===== config.mk =====
export PLATFORM = sky130hd
export DESIGN_NAME = ewma_channel_selector_core
export DESIGN_NICKNAME = d
export VERILOG_FILES = /design/src/sv/ecs_pkg.sv /design/src/sv/ecs_datapath.sv /design/src/sv/ecs_ctrl.sv /design/src/sv/ewma_channel_selector_core.sv
export SDC_FILE = /design/constraint.sdc
export NUM_CORES = 1
export LEC_CHECK = 0
export BUFFER_PORTS_ARGS = -buffer_cell sky130_fd_sc_hd__buf_2
export CORE_ASPECT_RATIO = 0.75
export CORE_MARGIN = 2
export CORE_UTILIZATION = 55
export CTS_CLUSTER_SIZE = 12
export DETAILED_ROUTE_END_ITERATION = 10
export GPL_TIMING_DRIVEN = 0
export MAX_ROUTING_LAYER = met4
export PLACE_DENSITY = 0.71
export SYNTH_ARGS = -nofsm -noshare
export SYNTH_HDL_FRONTEND = slang
export SYNTH_SLANG_ARGS = --single-unit

===== constraint.sdc =====
create_clock -name clk -period 8.8 [get_ports clk]
set_input_delay 0.88 -clock clk [delete_from_list [all_inputs] [get_ports clk]]
set_output_delay 0.88 -clock clk [all_outputs]
set_load 0.005 [all_outputs]

===== src/sv/ecs_pkg.sv =====
package ecs_pkg;

    // Input word: one energy sample or one decide request
    typedef struct packed {
        logic       req_type;
        logic [3:0] channel_index;
        logic [7:0] energy;
    } req_t;

    // Output word: one per input word
    typedef struct packed {
        logic [3:0] operating_channel;
        logic       switch_made;
        logic       decision_done;
    } res_t;

    localparam logic REQ_SAMPLE = 1'b0;
    localparam logic REQ_DECIDE = 1'b1;

    // Configuration register indexes
    localparam int CFG_INDEX_W = 2;
    localparam int CFG_DATA_W  = 16;
    localparam logic [CFG_INDEX_W-1:0] REG_SMOOTHING_WEIGHT     = 2'd0;
    localparam logic [CFG_INDEX_W-1:0] REG_SWITCH_MARGIN        = 2'd1;
    localparam logic [CFG_INDEX_W-1:0] REG_NONPREFERRED_PENALTY = 2'd2;
    localparam logic [CFG_INDEX_W-1:0] REG_PREFERRED_MASK       = 2'd3;

    // Configuration reset values
    localparam logic [8:0]  WEIGHT_RESET  = 9'd166;
    localparam logic [7:0]  MARGIN_RESET  = 8'd5;
    localparam logic [7:0]  PENALTY_RESET = 8'd8;
    localparam logic [15:0] MASK_RESET    = 16'h4210;
    localparam logic [8:0]  WEIGHT_ONE    = 9'd256;

    // Controller to datapath commands
    typedef struct packed {
        logic capture;
        logic smp_read;
        logic smp_mix;
        logic smp_write;
        logic scan_clear;
        logic scan_read;
        logic apply;
        logic post;
    } ecs_cmd_t;

    // Datapath to controller status
    typedef struct packed {
        logic is_decide;
        logic in_range;
        logic scan_last;
    } ecs_stat_t;

endpackage


===== src/sv/ecs_datapath.sv =====
module ecs_datapath #(
    parameter int NUM_CHANNELS = 16
) (
    input  logic                           clk,
    input  logic                           rst_n,
    input  logic                           cfg_we,
    input  logic [ecs_pkg::CFG_INDEX_W-1:0] cfg_index,
    input  logic [ecs_pkg::CFG_DATA_W-1:0]  cfg_wdata,
    input  ecs_pkg::req_t                  req_word,
    input  ecs_pkg::ecs_cmd_t              cmd,
    output ecs_pkg::ecs_stat_t             stat,
    output ecs_pkg::res_t                  res_word
);
    import ecs_pkg::*;

    localparam int CW = $clog2(NUM_CHANNELS);

    // Configuration
    logic [8:0]  weight_reg;
    logic [7:0]  margin_reg;
    logic [7:0]  penalty_reg;
    logic [15:0] mask_reg;

    // Captured word
    logic        kind_reg;
    logic [3:0]  chan_reg;
    logic [7:0]  energy_reg;
    logic        in_range_reg;

    // Score store
    logic [15:0]             score_mem [NUM_CHANNELS];
    logic [NUM_CHANNELS-1:0] valid_reg;
    logic [15:0]             rd_data_reg;
    logic [CW-1:0]           rd_addr;
    logic [CW-1:0]           smp_addr;

    // Blend
    logic [8:0]  w_eff;
    logic [8:0]  w_inv;
    logic [16:0] prod_new_reg;
    logic [24:0] prod_old_reg;
    logic [17:0] mix_sum;
    logic [15:0] write_val;

    // Scan
    logic [CW-1:0] scan_cnt_reg;
    logic [CW-1:0] cmp_idx_reg;
    logic          pend_reg;
    logic          found_reg;
    logic [CW-1:0] best_idx_reg;
    logic [16:0]   best_total_reg;
    logic [15:0]   cur_score_reg;
    logic [3:0]    cur_chan_reg;
    logic          sw_reg;
    logic          scan_last;
    logic          pref;
    logic [16:0]   total;
    logic          cmp_ok;
    logic          take;
    logic          at_current;
    logic [17:0]   thresh;
    logic          stay;
    res_t          res_reg;

    assign smp_addr  = CW'(chan_reg);
    assign rd_addr   = cmd.scan_read ? scan_cnt_reg : smp_addr;
    assign scan_last = (scan_cnt_reg == CW'(NUM_CHANNELS - 1));

    assign w_eff     = (weight_reg > WEIGHT_ONE) ? WEIGHT_ONE : weight_reg;
    assign w_inv     = WEIGHT_ONE - w_eff;
    // (w*e*256 + (256-w)*old) >> 8 == w*e + ((256-w)*old >> 8)
    assign mix_sum   = {1'b0, prod_new_reg} + {1'b0, prod_old_reg[24:8]};
    assign write_val = valid_reg[smp_addr] ? mix_sum[15:0] : {energy_reg, 8'd0};

    assign pref       = (32'(cmp_idx_reg) < 32'd16) && mask_reg[4'(cmp_idx_reg)];
    assign total      = {1'b0, rd_data_reg} + (pref ? 17'd0 : {1'b0, penalty_reg, 8'd0});
    assign cmp_ok     = pend_reg && valid_reg[cmp_idx_reg];
    assign take       = cmp_ok && (!found_reg || (total < best_total_reg));
    assign at_current = pend_reg && (32'(cmp_idx_reg) == 32'(cur_chan_reg));

    assign thresh = {1'b0, best_total_reg} + {2'b00, margin_reg, 8'd0};
    assign stay   = !found_reg || ({2'b00, cur_score_reg} < thresh)
                    || (32'(best_idx_reg) == 32'(cur_chan_reg));

    always_ff @(posedge clk or negedge rst_n)
    begin
        if (!rst_n)
        begin
            weight_reg   <= WEIGHT_RESET;
            margin_reg   <= MARGIN_RESET;
            penalty_reg  <= PENALTY_RESET;
            mask_reg     <= MASK_RESET;
            valid_reg    <= '0;
            in_range_reg <= 1'b0;
            kind_reg     <= REQ_SAMPLE;
            scan_cnt_reg <= '0;
            pend_reg     <= 1'b0;
            found_reg    <= 1'b0;
            cur_chan_reg <= 4'd0;
            sw_reg       <= 1'b0;
        end
        else
        begin
            if (cfg_we)
            begin
                unique case (cfg_index)
                    REG_SMOOTHING_WEIGHT:     weight_reg  <= cfg_wdata[8:0];
                    REG_SWITCH_MARGIN:        margin_reg  <= cfg_wdata[7:0];
                    REG_NONPREFERRED_PENALTY: penalty_reg <= cfg_wdata[7:0];
                    REG_PREFERRED_MASK:       mask_reg    <= cfg_wdata;
                endcase
            end
            if (cmd.capture)
            begin
                kind_reg     <= req_word.req_type;
                in_range_reg <= 32'(req_word.channel_index) < 32'(NUM_CHANNELS);
                sw_reg       <= 1'b0;
            end
            if (cmd.smp_write)
                valid_reg[smp_addr] <= 1'b1;
            pend_reg <= cmd.scan_read;
            if (cmd.scan_clear)
            begin
                scan_cnt_reg <= '0;
                found_reg    <= 1'b0;
            end
            else
            begin
                if (cmd.scan_read && !scan_last)
                    scan_cnt_reg <= scan_cnt_reg + 1'b1;
                if (take)
                    found_reg <= 1'b1;
            end
            if (cmd.apply && !stay)
            begin
                cur_chan_reg <= 4'(best_idx_reg);
                sw_reg       <= 1'b1;
            end
        end
    end

    always_ff @(posedge clk)
    begin
        if (cmd.capture)
        begin
            chan_reg   <= req_word.channel_index;
            energy_reg <= req_word.energy;
        end
        if (cmd.smp_read)
            prod_new_reg <= {8'd0, w_eff} * {9'd0, energy_reg};
        if (cmd.smp_mix)
            prod_old_reg <= {16'd0, w_inv} * {9'd0, rd_data_reg};
        cmp_idx_reg <= scan_cnt_reg;
        if (cmd.scan_clear)
            cur_score_reg <= 16'd0;
        else if (at_current)
            cur_score_reg <= valid_reg[cmp_idx_reg] ? rd_data_reg : 16'd0;
        if (take)
        begin
            best_total_reg <= total;
            best_idx_reg   <= cmp_idx_reg;
        end
        if (cmd.post)
        begin
            res_reg.operating_channel <= cur_chan_reg;
            res_reg.switch_made       <= sw_reg;
            res_reg.decision_done     <= kind_reg;
        end
    end

    always_ff @(posedge clk)
    begin
        if (cmd.smp_write)
            score_mem[smp_addr] <= write_val;
        rd_data_reg <= score_mem[rd_addr];
    end

    assign stat.is_decide = (kind_reg == REQ_DECIDE);
    assign stat.in_range  = in_range_reg;
    assign stat.scan_last = scan_last;
    assign res_word       = res_reg;

endmodule


===== src/sv/ecs_ctrl.sv =====
module ecs_ctrl (
    input  logic                  clk,
    input  logic                  rst_n,
    input  logic                  req_valid,
    output logic                  req_stall,
    output logic                  res_valid,
    input  logic                  res_stall,
    input  ecs_pkg::ecs_stat_t    stat,
    output ecs_pkg::ecs_cmd_t     cmd
);
    import ecs_pkg::*;

    typedef enum logic [3:0] {
        ST_IDLE,
        ST_DISPATCH,
        ST_SMP_RD,
        ST_SMP_MIX,
        ST_SMP_WR,
        ST_SCAN,
        ST_DRAIN,
        ST_APPLY,
        ST_FINISH
    } state_t;

    state_t state_reg, state_next;
    logic   res_valid_reg, res_valid_next;
    logic   out_free;

    assign out_free = !res_valid_reg || !res_stall;

    always_comb
    begin
        state_next = state_reg;
        cmd        = '0;
        unique case (state_reg)
            ST_IDLE:
            begin
                if (req_valid)
                begin
                    cmd.capture = 1'b1;
                    state_next  = ST_DISPATCH;
                end
            end
            ST_DISPATCH:
            begin
                if (stat.is_decide)
                begin
                    cmd.scan_clear = 1'b1;
                    state_next     = ST_SCAN;
                end
                else if (stat.in_range)
                    state_next = ST_SMP_RD;
                else
                    state_next = ST_FINISH;
            end
            ST_SMP_RD:
            begin
                cmd.smp_read = 1'b1;
                state_next   = ST_SMP_MIX;
            end
            ST_SMP_MIX:
            begin
                cmd.smp_mix = 1'b1;
                state_next  = ST_SMP_WR;
            end
            ST_SMP_WR:
            begin
                cmd.smp_write = 1'b1;
                state_next    = ST_FINISH;
            end
            ST_SCAN:
            begin
                cmd.scan_read = 1'b1;
                if (stat.scan_last)
                    state_next = ST_DRAIN;
            end
            ST_DRAIN:
                state_next = ST_APPLY;
            ST_APPLY:
            begin
                cmd.apply  = 1'b1;
                state_next = ST_FINISH;
            end
            ST_FINISH:
            begin
                if (out_free)
                begin
                    cmd.post   = 1'b1;
                    state_next = ST_IDLE;
                end
            end
            default:
                state_next = ST_IDLE;
        endcase
    end

    assign res_valid_next = (res_valid_reg && res_stall) || cmd.post;

    always_ff @(posedge clk or negedge rst_n)
    begin
        if (!rst_n)
        begin
            state_reg     <= ST_IDLE;
            res_valid_reg <= 1'b0;
        end
        else
        begin
            state_reg     <= state_next;
            res_valid_reg <= res_valid_next;
        end
    end

    assign req_stall = (state_reg != ST_IDLE);
    assign res_valid = res_valid_reg;

endmodule


===== src/sv/ewma_channel_selector_core.sv =====
// Channel  | Direction | Handshake            | Word
// req      | in        | req_valid/req_stall  | req_word (sample or decide)
// res      | out       | res_valid/res_stall  | res_word (one per req word)
// cfg      | in        | cfg_we               | cfg_index, cfg_wdata
//
// An in-range sample word is read, blended and written back before its
// result is posted; a decide word scans the scores, one score per cycle
// through the single read port of the score memory.
// Reset clears the valid bits and the operating channel and returns the
// configuration to its reset values; score memory contents are not cleared,
// an invalid entry reads as zero.
// A waiting result does not block the next accept; a result that finds the
// output register still stalled holds in the controller until it drains.
module ewma_channel_selector_core #(
    parameter int NUM_CHANNELS = 16
) (
    input  logic                            clk,
    input  logic                            rst_n,
    input  logic                            req_valid,
    output logic                            req_stall,
    input  ecs_pkg::req_t                   req_word,
    output logic                            res_valid,
    input  logic                            res_stall,
    output ecs_pkg::res_t                   res_word,
    input  logic                            cfg_we,
    input  logic [ecs_pkg::CFG_INDEX_W-1:0] cfg_index,
    input  logic [ecs_pkg::CFG_DATA_W-1:0]  cfg_wdata
);
    import ecs_pkg::*;

    ecs_cmd_t  cmd;
    ecs_stat_t stat;

    // Sequence each word: capture, blend or scan, then post the result
    ecs_ctrl u_ctrl (
        .clk       (clk),
        .rst_n     (rst_n),
        .req_valid (req_valid),
        .req_stall (req_stall),
        .res_valid (res_valid),
        .res_stall (res_stall),
        .stat      (stat),
        .cmd       (cmd)
    );

    // Hold scores, configuration, the running minimum and the output register
    ecs_datapath #(
        .NUM_CHANNELS (NUM_CHANNELS)
    ) u_datapath (
        .clk       (clk),
        .rst_n     (rst_n),
        .cfg_we    (cfg_we),
        .cfg_index (cfg_index),
        .cfg_wdata (cfg_wdata),
        .req_word  (req_word),
        .cmd       (cmd),
        .stat      (stat),
        .res_word  (res_word)
    );

endmodule


==> out/qor.csv, run 1 <==
stage,metric,value,unit
outcome,status,finished clean,
timing,drv_slew,0,
detailed_routing,wl_per_cell,21.3,um
logic_synthesis,synth.yosys.seq_area_share,49.8,%
worst_setup_path,cp.arrival,7.69,ns
clocking,insertion_delay,0.57,ns
logic_synthesis,synthArstFlopShare,17.1,%
detailed_routing,vias,15100,
clocking,cts_setup_buffers,0,
detailed_routing,drc_errors,0,
grt,grt_use_total,25.6,%
placed_design,dp_hpwl,41800,um
grt,gr-usage-met3,4.42,%
worst_setup_path,path_cells,nor2b_1 -> clkbuf_1 -> inv_1 -> ha_1 -> xnor2_1 -> clkbuf_1 -> nand2_1 -> fa_1 -> inv_1 -> fa_1 -> inv_1 -> fa_1 -> inv_1 -> fa_1 -> ha_1 -> nand4b_1 -> o41ai_1 -> o21ai_1 -> a31o_2 -> or3_1 -> o2111ai_1 -> o211a_1 -> xnor2_1,
clocking,postCtsResizedCells,0,
run,cap_violations,0,
worst_setup_path,crit_family,adder cells,
grt,grt_first_pass_wirelength,90400,um
clocking,cts_sinks,438,
worst_setup_path,cp_max_fo,10,
clocking,h-tree-depth,2,
grt,grt_pass1_vias,15800,
timing,fin_tns_setup,0,ns
clocking,tritoncts,done,
placed_design,placed_cell_area,26300,um^2
timing,fin_crit,7.42,ns
clocking,cts_made_buffers,45,
timing,rsz0062_at_grt,false,
cells_and_area,fin_util,61.8,%
timing,finalSetupViolCount,0,
clocking,cts_root_buf,clkbuf_16,
detailed_routing,routed_wl,55900,um
detailed_routing,drt_iter0_drc,1424,
cells_and_area,area_growth,10.8,%
logic_synthesis,ys_types,63,
logic_synthesis,synth-seq-cells,438,
timing,clock.fmax,135,MHz
clocking,clk_pin_slew,0.06,ns
grt,grtUsageMet2,37.7,%
cells_and_area,nFillCells,3320,
logic_synthesis,synth.top_cell.area_share,39.3,%
timing,worst_pin_slew,1.26,ns
worst_setup_path,cpMaxStageDelayCell,xnor2_1,
logic_synthesis,synth_area_leader_cell,edfxtp_1,
detailed_routing,vias_per_cell,5.76,
worst_setup_path,critical_path.max_stage_delay,0.64,ns
cells_and_area,diodes,0,
placed_design,io_buffer_count,43,
logic_synthesis,synth_ff_type,edfxtp_1,
worst_setup_path,cp_data_required_time,9.07,ns
detailed_routing,ant_nets,0,
hold_path,hp-class,input port to async pin,
cells_and_area,final_common_cell,edfxtp_1,
logic_synthesis,ys.warnings.count,0,
detailed_routing,firstDrtPassIters,5,
grt,grt_use_met1,37.9,%
grt,grt_max_degree,67,
timing,timing.final.crit_share,84.3,%
floorplan,die-area,47100,um^2
cells_and_area,largest_reg_flops,256,
logic_synthesis,syn_inst,1902,
worst_setup_path,timing.rr.start,u_datapath.weight_reg[1],
cells_and_area,final_cell_mix,"edfxtp_1, inv_1, nand2_1, fa_1, ha_1",
timing,fin_skew,0.0354,ns
timing,max_slew_margin,15.7,%
grt,grt-ovfl-total,0,
placed_design,place.gp.congestion,0.913,
grt,grt_antenna_before_repair,0,
cells_and_area,nNetsFinal,2326,
worst_setup_path,start_kind,flop,
cells_and_area,fin_area,27700,um^2
worst_setup_path,crit_buf_inv,6,
floorplan,start_util,55.8,%
clocking,holdBufCountCts,0,
worst_setup_path,cp-startpoint,u_datapath.weight_reg[1],
logic_synthesis,syn_area_per_cell,13.1,um^2
logic_synthesis,synth_area_leaders,"edfxtp_1, fa_1, mux4_2",
logic_synthesis,synth_edf_count,327,
grt,grt_most_used_layer,met1,
floorplan,fp.coreArea,44800,um^2
floorplan,die_height,189,um
timing,hold_viol_final,0,
worst_setup_path,path_class,flop to flop,
cells_and_area,final_layout_size_suffix_gt1_share,16.4,%
worst_setup_path,end_kind,flop,
floorplan,row_count,67,
logic_synthesis,syn_nets,2217,
floorplan,die_x,250,um
clocking,cts_max_path_buffers,3,
floorplan,io_pins,44,
logic_synthesis,syn_area,25000,um^2
-- stage by stage --
stage	worst slack (ns)	instances	hold slack, ns
6_report	1.38	2628	0.140
5_1_grt	0.825	2628	0.137
4_1_cts	1.43	2627	0.137
3_5_place_dp	1.49	2549	0.424
3_3_place_gp	1.21	2531	0.412
2_1_floorplan	2.76	1902	0.403
-- logic make-up (layout without fill, tap and decap cells) --
group                    after synthesis  count (layout)  synth area share (%)
adder cells (fa/ha/maj)              279             279                  18.2
flip-flops                           438             438                  49.8
buffers and inverters                287             427                  4.58
AO/OA/AOI/OAI                        190             190                  5.09
multiplexers                         137             137                  9.72
XOR/XNOR                              72              72                  2.53
AND/OR/NAND/NOR                      499             499                  10.1
-- area by class of cell --
| class | instances | area (um^2) | share of cell area, % |
|---|---|---|---|
| well taps | 586 | 733 | 2.65 |
| clock inverters | 12 | 115 | 0.416 |
| plain buffers | 84 | 382 | 1.38 |
| flip-flops and latches | 438 | 12400 | 45.0 |
| repair buffers | 62 | 531 | 1.92 |
| multi-input cells | 1177 | 11500 | 41.5 |
| clock buffers | 66 | 1240 | 4.47 |
| inverters | 203 | 762 | 2.76 |
-- worst reg2reg max path, delay by kind of cell, from the launching register on --
| kind | cells | cell delay [ns] |
|---|---|---|
| adder cells (fa/ha/maj) | 6 | 2.56 |
| buffers and inverters | 6 | 1.27 |
| AO/OA/AOI/OAI | 5 | 1.25 |
| AND/OR/NAND/NOR | 4 | 0.80 |
| XOR/XNOR | 2 | 0.73 |
| flip-flops | 1 | 0.53 |
-- synth_stat cells, drive strengths merged (24+ instances only) --
master,instances
ha,138
nor2,49
dfrtp,65
mux2,53
nand2,184
nor2b,25
buf,30
clkbuf,54
mux4,79
edfxtp,327
a21oi,61
and2,125
xor2,24
inv,203
nand3,30
xnor2,48
o21ai,24
fa,141
dfxtp,36
-- per-layer routing --
metal | up-vias | part of all wire, %
met1 | 7710 | 46
met2 | 514 | 45
met5 | - | 0
li1 | 6854 | -
met4 | 0 | 1.6
met3 | 70 | 7.8
-- worst paths after layout --
kind	to	slack, ns	cells past startpoint
max	u_datapath.prod_old_reg[23]	1.38	23
max in group asynchronous	u_datapath.weight_reg[2]	8.03	2
min in group clk	u_datapath.best_idx_reg[0]	0.42	0
min reg2reg	u_datapath.best_idx_reg[0]	0.42	0
min	u_datapath.valid_reg[7]	0.14	1
max reg2reg	u_datapath.prod_old_reg[23]	1.38	23
Power of run 1 is not shown: default switching activity piles up to over one toggle a cycle in this logic, so the estimate is an artifact.
==> inputs of run 2 (changes only) <==
--- a/config.mk
+++ b/config.mk
@@ -5,6 +5,7 @@
 export SDC_FILE = /design/constraint.sdc
 export NUM_CORES = 1
 export LEC_CHECK = 0
+export ABC_AREA = 1
 export BUFFER_PORTS_ARGS = -buffer_cell sky130_fd_sc_hd__buf_2
 export CORE_ASPECT_RATIO = 0.75
 export CORE_MARGIN = 2
==> constraint.sdc (replaced) <==
create_clock -name clk -period 7.4 [get_ports clk]
set_input_delay 0.74 -clock clk [delete_from_list [all_inputs] [get_ports clk]]
set_output_delay 0.74 -clock clk [all_outputs]
set_load 0.005 [all_outputs]
==> run 2 against run 1 <==
  * Area after synthesis is 4.3% higher
  * Flip-flop and latch count unchanged
  * Wire length is 25% higher
  * Global-route usage up 4.3 points
==> out/qor.csv, run 2 <==
stage,metric,value,unit,change
outcome,status,finished clean,,unchanged
cells_and_area,nFillCells,3820,,was 3320
hold_path,hp-class,input port to async pin,,unchanged
floorplan,row_count,69,,was 67
clocking,cts_root_buf,clkbuf_16,,unchanged
detailed_routing,drc_errors,0,,unchanged
cells_and_area,largest_reg_flops,256,,unchanged
cells_and_area,diodes,0,,unchanged
grt,grt_max_degree,50,,was 67
worst_setup_path,cp_max_fo,10,,unchanged
logic_synthesis,syn_area,26000,um^2,was 25000 um^2
placed_design,place.gp.congestion,0.931,,was 0.913
timing,max_slew_margin,1.41,%,was 15.7%
timing,fin_skew,0.0144,ns,was 0.0354 ns
cells_and_area,multi_input_area,11500,um^2,about the same
logic_synthesis,synth-seq-cells,438,,unchanged
floorplan,die_x,255,um,was 250 um
worst_setup_path,critical_path.max_stage_delay,0.55,ns,was 0.64 ns
detailed_routing,met2WireLength,29700,um,was 25000 um
logic_synthesis,synth_edf_count,327,,unchanged
logic_synthesis,synth_area_leader_cell,edfxtp_1,,unchanged
detailed_routing,routed.top_layer,met4,,unchanged
floorplan,die-area,49100,um^2,was 47100 um^2
logic_synthesis,syn_area_per_cell,9.78,um^2,was 13.1 um^2
floorplan,start_util,55.3,%,was 55.8%
logic_synthesis,synth_area_leaders,"edfxtp_1, fa_1, ha_1",,"was edfxtp_1, fa_1, mux4_2"
clocking,tritoncts,done,,unchanged
timing,fin_crit,6.44,ns,was 7.42 ns
worst_setup_path,start_kind,flop,,unchanged
logic_synthesis,syn_inst,2662,,was 1902
worst_setup_path,cp_data_required_time,7.73,ns,was 9.07 ns
cells_and_area,regArea,12400,um^2,unchanged
detailed_routing,firstDrtPassIters,6,,was 5
grt,grt_pass1_vias,18900,,was 15.8k
placed_design,dp_hpwl,52800,um,was 41800 um
cells_and_area,fin_util,61.3,%,was 61.8%
clocking,cts_max_path_buffers,3,,unchanged
logic_synthesis,synth.yosys.seq_area_share,47.7,%,was 49.8%
clocking,cts_made_buffers,46,,was 45
cells_and_area,nNetsFinal,3090,,was 2326
logic_synthesis,synth_commonest_cells,"nand2_1, inv_1, edfxtp_1",,"was edfxtp_1, inv_1, nand2_1"
floorplan,io_pins,44,,unchanged
clocking,holdBufCountCts,0,,unchanged
clocking,cts_sinks,438,,unchanged
logic_synthesis,synthArstFlopShare,17.1,%,unchanged
logic_synthesis,synth_ff_type,edfxtp_1,,unchanged
logic_synthesis,ys_types,52,,was 63
logic_synthesis,syn_nets,2977,,was 2217
detailed_routing,wl_met1,30200,um,was 25600 um
detailed_routing,routed_wl,69800,um,was 55900 um
cells_and_area,final_cell_mix,"nand2_1, inv_1, edfxtp_1, nor2_1, o21ai_0",,"was edfxtp_1, inv_1, nand2_1, fa_1, ha_1"
cells_and_area,final_layout_size_suffix_gt1_share,9.00,%,was 16.4%
floorplan,die_height,192,um,was 189 um
timing,drv_slew,0,,unchanged
timing,timing.final.crit_share,87.1,%,was 84.3%
clocking,postCtsResizedCells,0,,unchanged
clocking,clk_pin_slew,0.06,ns,about the same
detailed_routing,vias_per_cell,5.69,,was 5.76
grt,grt-ovfl-total,0,,unchanged
detailed_routing,wl_met3,8050,um,was 4350 um
grt,grt_antenna_before_repair,1,,was 0
logic_synthesis,synth.most_common_cell,nand2_1,,was edfxtp_1
worst_setup_path,crit_buf_inv,5,,was 6
timing,clock.fmax,155,MHz,was 135 MHz
clocking,cts_setup_buffers,0,,unchanged
worst_setup_path,cpMaxStageDelayCell,fa_1,,was xnor2_1
cells_and_area,final_common_cell,nand2_1,,was edfxtp_1
cells_and_area,area_growth,10.8,%,about the same
timing,worst_pin_slew,1.47,ns,was 1.26 ns
worst_setup_path,path_class,flop to flop,,unchanged
grt,grt_first_pass_wirelength,107000,um,was 90400 um
worst_setup_path,cp.arrival,6.77,ns,was 7.69 ns
timing,rsz0062_at_grt,false,,unchanged
timing,fin_tns_setup,0,ns,unchanged
logic_synthesis,synth.top_cell.area_share,37.7,%,was 39.3%
floorplan,fp.coreArea,47100,um^2,was 44800 um^2
detailed_routing,vias,19600,,was 15.1k
grt,grt_use_total,29.9,%,was 25.6%
clocking,h-tree-depth,2,,unchanged
worst_setup_path,path_cells,inv_1 -> nor2_1 -> inv_1 -> xor2_1 -> buf_2 -> nor2_1 -> fa_1 -> fa_1 -> fa_1 -> inv_1 -> fa_1 -> inv_1 -> ha_1 -> nand2_1 -> nor2_1 -> nand4_1 -> o21ai_0 -> nand2_1 -> nand3_1 -> nand2_1,,was nor2b_1 -> clkbuf_1 -> inv_1 -> ha_1 -> xnor2_1 -> clkbuf_1 -> nand2_1 -> fa_1 -> inv_1 -> fa_1 -> inv_1 -> fa_1 -> inv_1 -> fa_1 -> ha_1 -> nand4b_1 -> o41ai_1 -> o21ai_1 -> a31o_2 -> or3_1 -> o2111ai_1 -> o211a_1 -> xnor2_1
logic_synthesis,ys.warnings.count,0,,unchanged
worst_setup_path,end_kind,flop,,unchanged
detailed_routing,wl_per_cell,20.3,um,was 21.3 um
detailed_routing,ant_nets,0,,unchanged
worst_setup_path,crit_family,adder cells,,unchanged
clocking,insertion_delay,0.58,ns,was 0.57 ns
placed_design,io_buffer_count,43,,unchanged
run,cap_violations,0,,unchanged
timing,finalSetupViolCount,0,,unchanged
timing,hold_viol_final,0,,unchanged
detailed_routing,drt_iter0_drc,2115,,was 1424
timing,fin_hold_ws,0.0770,ns,was 0.140 ns
[run 2: cell types whose count changed in the layout (fill, tap and decap cells not counted), moves of 95 or more]
cell	change
and2_1	-125
inv_1	+254
nand2_1	+276
nand3_1	+101
nor2_1	+178
o211ai_1	+95
o21ai_0	+166
[run 2: cell type report]
cell class	count	area share [%]
Timing Repair Buffer	65	1.85
Clock buffer	63	4.54
Tap cell	639	2.77
Sequential cell	438	43.1
Clock inverter	10	0.299
Buffer	85	1.59
Inverter	461	6.00
Multi-Input combinational cell	1678	39.9
[run 2: worst register-to-register path, delay by kind of cell (launching register included)]
kind	cells	cell delay (ns)
adders and majority gates	5	2.50
and+or+nand+nor	8	1.33
buffers and inverters	5	0.84
DFF	1	0.54
AOI/OAI and AO/OA	1	0.50
xor gates and xnor gates	1	0.47
[run 2: worst paths after layout]
path | start | end | slack [ns] | cells past startpoint
min in group clk | req_word[9] | u_datapath.chan_reg[1] | 0.34 | 1
max | u_datapath.weight_reg[7] | u_datapath.prod_old_reg[21] | 0.96 | 20
max in group asynchronous | rst_n | u_datapath.weight_reg[1] | 6.69 | 2
max reg2reg | u_datapath.weight_reg[7] | u_datapath.prod_old_reg[21] | 0.96 | 20
min reg2reg | u_datapath.scan_cnt_reg[3] | u_datapath.cmp_idx_reg[3] | 0.41 | 0
min | rst_n | u_datapath.mask_reg[11] | 0.08 | 1
[run 2: cell families (layout without fill, tap and decap cells)]
| kind of cell | Yosys count | after routing | share of synthesized area [%] |
|---|---|---|---|
| XOR/XNOR | 50 | 50 | 1.68 |
| multiplexers | 7 | 7 | 0.303 |
| flip-flops | 438 | 438 | 47.7 |
| adder cells (fa/ha/maj) | 279 | 279 | 17.5 |
| AND/OR/NAND/NOR | 877 | 877 | 13.8 |
| AO/OA/AOI/OAI | 465 | 465 | 10.6 |
| buffers and inverters | 546 | 684 | 8.41 |
[run 2: routing by layer]
layer / global-route usage, % / vias to the layer above
li1: - / 9016
met1: 43.0 / 9485
met2: 42.4 / 956
met3: 6.56 / 111
met4: 8.77 / 0
met5: - / -
[run 2: through the flow]
stage / worst slack (ns) / cell area (um^2) / cells
finish: 0.957 / 28900 / 3439
global route: 0.703 / 28900 / 3439
CTS: 1.05 / 28800 / 3439
detailed placement: 1.08 / 27400 / 3366
global placement: 1.19 / 27100 / 3344
floorplan: 2.08 / 26000 / 2662
Power of run 2 is left out for the same reason.
==> inputs of run 3 (changes only) <==
--- a/config.mk
+++ b/config.mk
@@ -6,7 +6,7 @@
 export NUM_CORES = 1
 export LEC_CHECK = 0
 export ABC_AREA = 1
-export BUFFER_PORTS_ARGS = -buffer_cell sky130_fd_sc_hd__buf_2
+export BUFFER_PORTS_ARGS = -buffer_cell sky130_fd_sc_hd__buf_4
 export CORE_ASPECT_RATIO = 0.75
 export CORE_MARGIN = 2
 export CORE_UTILIZATION = 55
==> run 3 against run 2 <==
  * First-iteration DRC count shrank 6.4%
  * Final cell count is 0.26% higher
  * Critical path depth unchanged
  * Core utilization increased by 0.24 points
  * Hold slack improved by 0.23 ns
  * Non-clock buffer count increased by 1
==> out/qor.csv, run 3 (synthesis results as in run 2) <==
stage,metric,value,unit,change
cells_and_area,area_growth,11.3,%,was 10.8%
worst_setup_path,cp-startpoint,u_datapath.weight_reg[7],,unchanged
worst_setup_path,end_kind,flop,,unchanged
clocking,cts_sinks,438,,unchanged
timing,drv_slew,0,,unchanged
floorplan,io_pins,44,,unchanged
floorplan,die-area,49100,um^2,unchanged
cells_and_area,final_common_cell,nand2_1,,unchanged
run,cap_violations,0,,unchanged
detailed_routing,routed_wl,69600,um,was 69800 um
detailed_routing,wl_per_cell,20.2,um,was 20.3 um
timing,fin_tns_setup,0,ns,unchanged
clocking,cts_setup_buffers,0,,unchanged
clocking,cts_root_buf,clkbuf_16,,unchanged
timing,fin_skew,0.0236,ns,was 0.0144 ns
timing,timing.final.crit_share,86.5,%,was 87.1%
outcome,status,finished clean,,unchanged
timing,hold_viol_final,0,,unchanged
worst_setup_path,cp.arrival,6.74,ns,was 6.77 ns
grt,grt_antenna_before_repair,1,,unchanged
floorplan,row_count,69,,unchanged
timing,max_slew_margin,2.59,%,was 1.41%
cells_and_area,fin_util,61.6,%,was 61.3%
cells_and_area,fin_area,29000,um^2,was 28900 um^2
placed_design,dp_hpwl,52800,um,about the same
floorplan,die_height,192,um,unchanged
floorplan,die_x,255,um,unchanged
cells_and_area,nNetsFinal,3091,,was 3090
clocking,postCtsResizedCells,0,,unchanged
clocking,holdBufCountCts,0,,unchanged
worst_setup_path,start_kind,flop,,unchanged
clocking,clk_pin_slew,0.06,ns,about the same
worst_setup_path,timing.rr.start,u_datapath.weight_reg[7],,unchanged
grt,grt_max_degree,76,,was 50
timing,rsz0062_at_grt,false,,unchanged
timing,clock.fmax,156,MHz,was 155 MHz
grt,grt_pass1_vias,19100,,was 18.9k
timing,finalSetupViolCount,0,,unchanged
detailed_routing,firstDrtPassIters,8,,was 6
placed_design,placed_cell_area,27500,um^2,was 27400 um^2
placed_design,place.gp.congestion,0.940,,was 0.931
detailed_routing,vias_per_cell,5.73,,was 5.69
floorplan,start_util,55.3,%,unchanged
cells_and_area,largest_reg_flops,256,,unchanged
detailed_routing,drt_iter0_drc,1979,,was 2115
hold_path,hp-class,input port to async pin,,unchanged
cells_and_area,final_layout_size_suffix_gt1_share,8.94,%,was 9.00%
cells_and_area,final_cell_mix,"nand2_1, inv_1, edfxtp_1, nor2_1, o21ai_0",,unchanged
detailed_routing,vias,19800,,was 19.6k
worst_setup_path,path_class,flop to flop,,unchanged
floorplan,fp.coreArea,47100,um^2,unchanged
timing,fin_crit,6.40,ns,was 6.44 ns
detailed_routing,ant_nets,0,,unchanged
grt,grt_first_pass_wirelength,108000,um,was 107000 um
grt,grt_use_total,30.0,%,was 29.9%
timing,worst_pin_slew,1.46,ns,was 1.47 ns
grt,grt-ovfl-total,0,,unchanged
clocking,cts_made_buffers,46,,unchanged
clocking,insertion_delay,0.59,ns,was 0.58 ns
clocking,h-tree-depth,2,,unchanged
cells_and_area,diodes,0,,unchanged
clocking,cts_max_path_buffers,3,,unchanged
detailed_routing,drc_errors,0,,unchanged
placed_design,io_buffer_count,43,,unchanged
worst_setup_path,cp_data_required_time,7.74,ns,was 7.73 ns
worst_setup_path,cp_max_fo,10,,unchanged
clocking,tritoncts,done,,unchanged
-- run 3: worst paths after layout --
path,end,slack [ns],depth (start not counted)
setup / recovery,u_datapath.prod_old_reg[21],1.0,20
hold / removal,u_datapath.valid_reg[7],0.30,1
setup reg to reg,u_datapath.prod_old_reg[21],1.0,20
hold reg to reg,u_datapath.cmp_idx_reg[3],0.40,0
max in group asynchronous,u_datapath.margin_reg[1],6.46,1
min in group clk,u_datapath.chan_reg[0],0.32,1
-- run 3: routing by layer --
layer	wire length (um)	GRT usage [%]
met5	0	-
met4	1670	7.94
met3	7680	6.24
met2	29500	42.3
met1	30700	44.2
-- run 3: area by class of cell --
| type | count | area (um^2) |
|---|---|---|
| Fill cell | 3914 | 18100 |
| Sequential cell | 438 | 12400 |
| Multi-Input combinational cell | 1678 | 11500 |
| Inverter | 461 | 1730 |
| Clock buffer | 69 | 1300 |
| Tap cell | 639 | 800 |
| Timing Repair Buffer | 66 | 631 |
| Buffer | 85 | 458 |
| Clock inverter | 12 | 115 |
-- run 3: worst max-delay path, cell delays in order, from the launching register on --
cell and delay, ns:
dfstp_2 0.56, inv_1 0.06, nor2_1 0.50, inv_1 0.32, xor2_1 0.45, buf_2 0.34
nor2_1 0.10, fa_1 0.51, fa_1 0.53, fa_1 0.54, inv_1 0.05, fa_1 0.56
inv_1 0.05, ha_1 0.36, nand2_1 0.13, nor2_1 0.16, nand4_1 0.09, o21ai_0 0.51
nand2_1 0.17, nand3_1 0.11, nand2_1 0.06
-- run 3: per-stage QoR --
stage	cells	hold WS, ns	setup WS, ns
after floorplan	2662	0.368	2.08
after CTS	3448	0.304	1.13
after global routing	3448	0.309	0.744
final	3448	0.303	0.997
after detailed placement	3367	0.394	1.16
after global placement	3344	0.387	1.16
Power of run 3 is left out for the same reason.
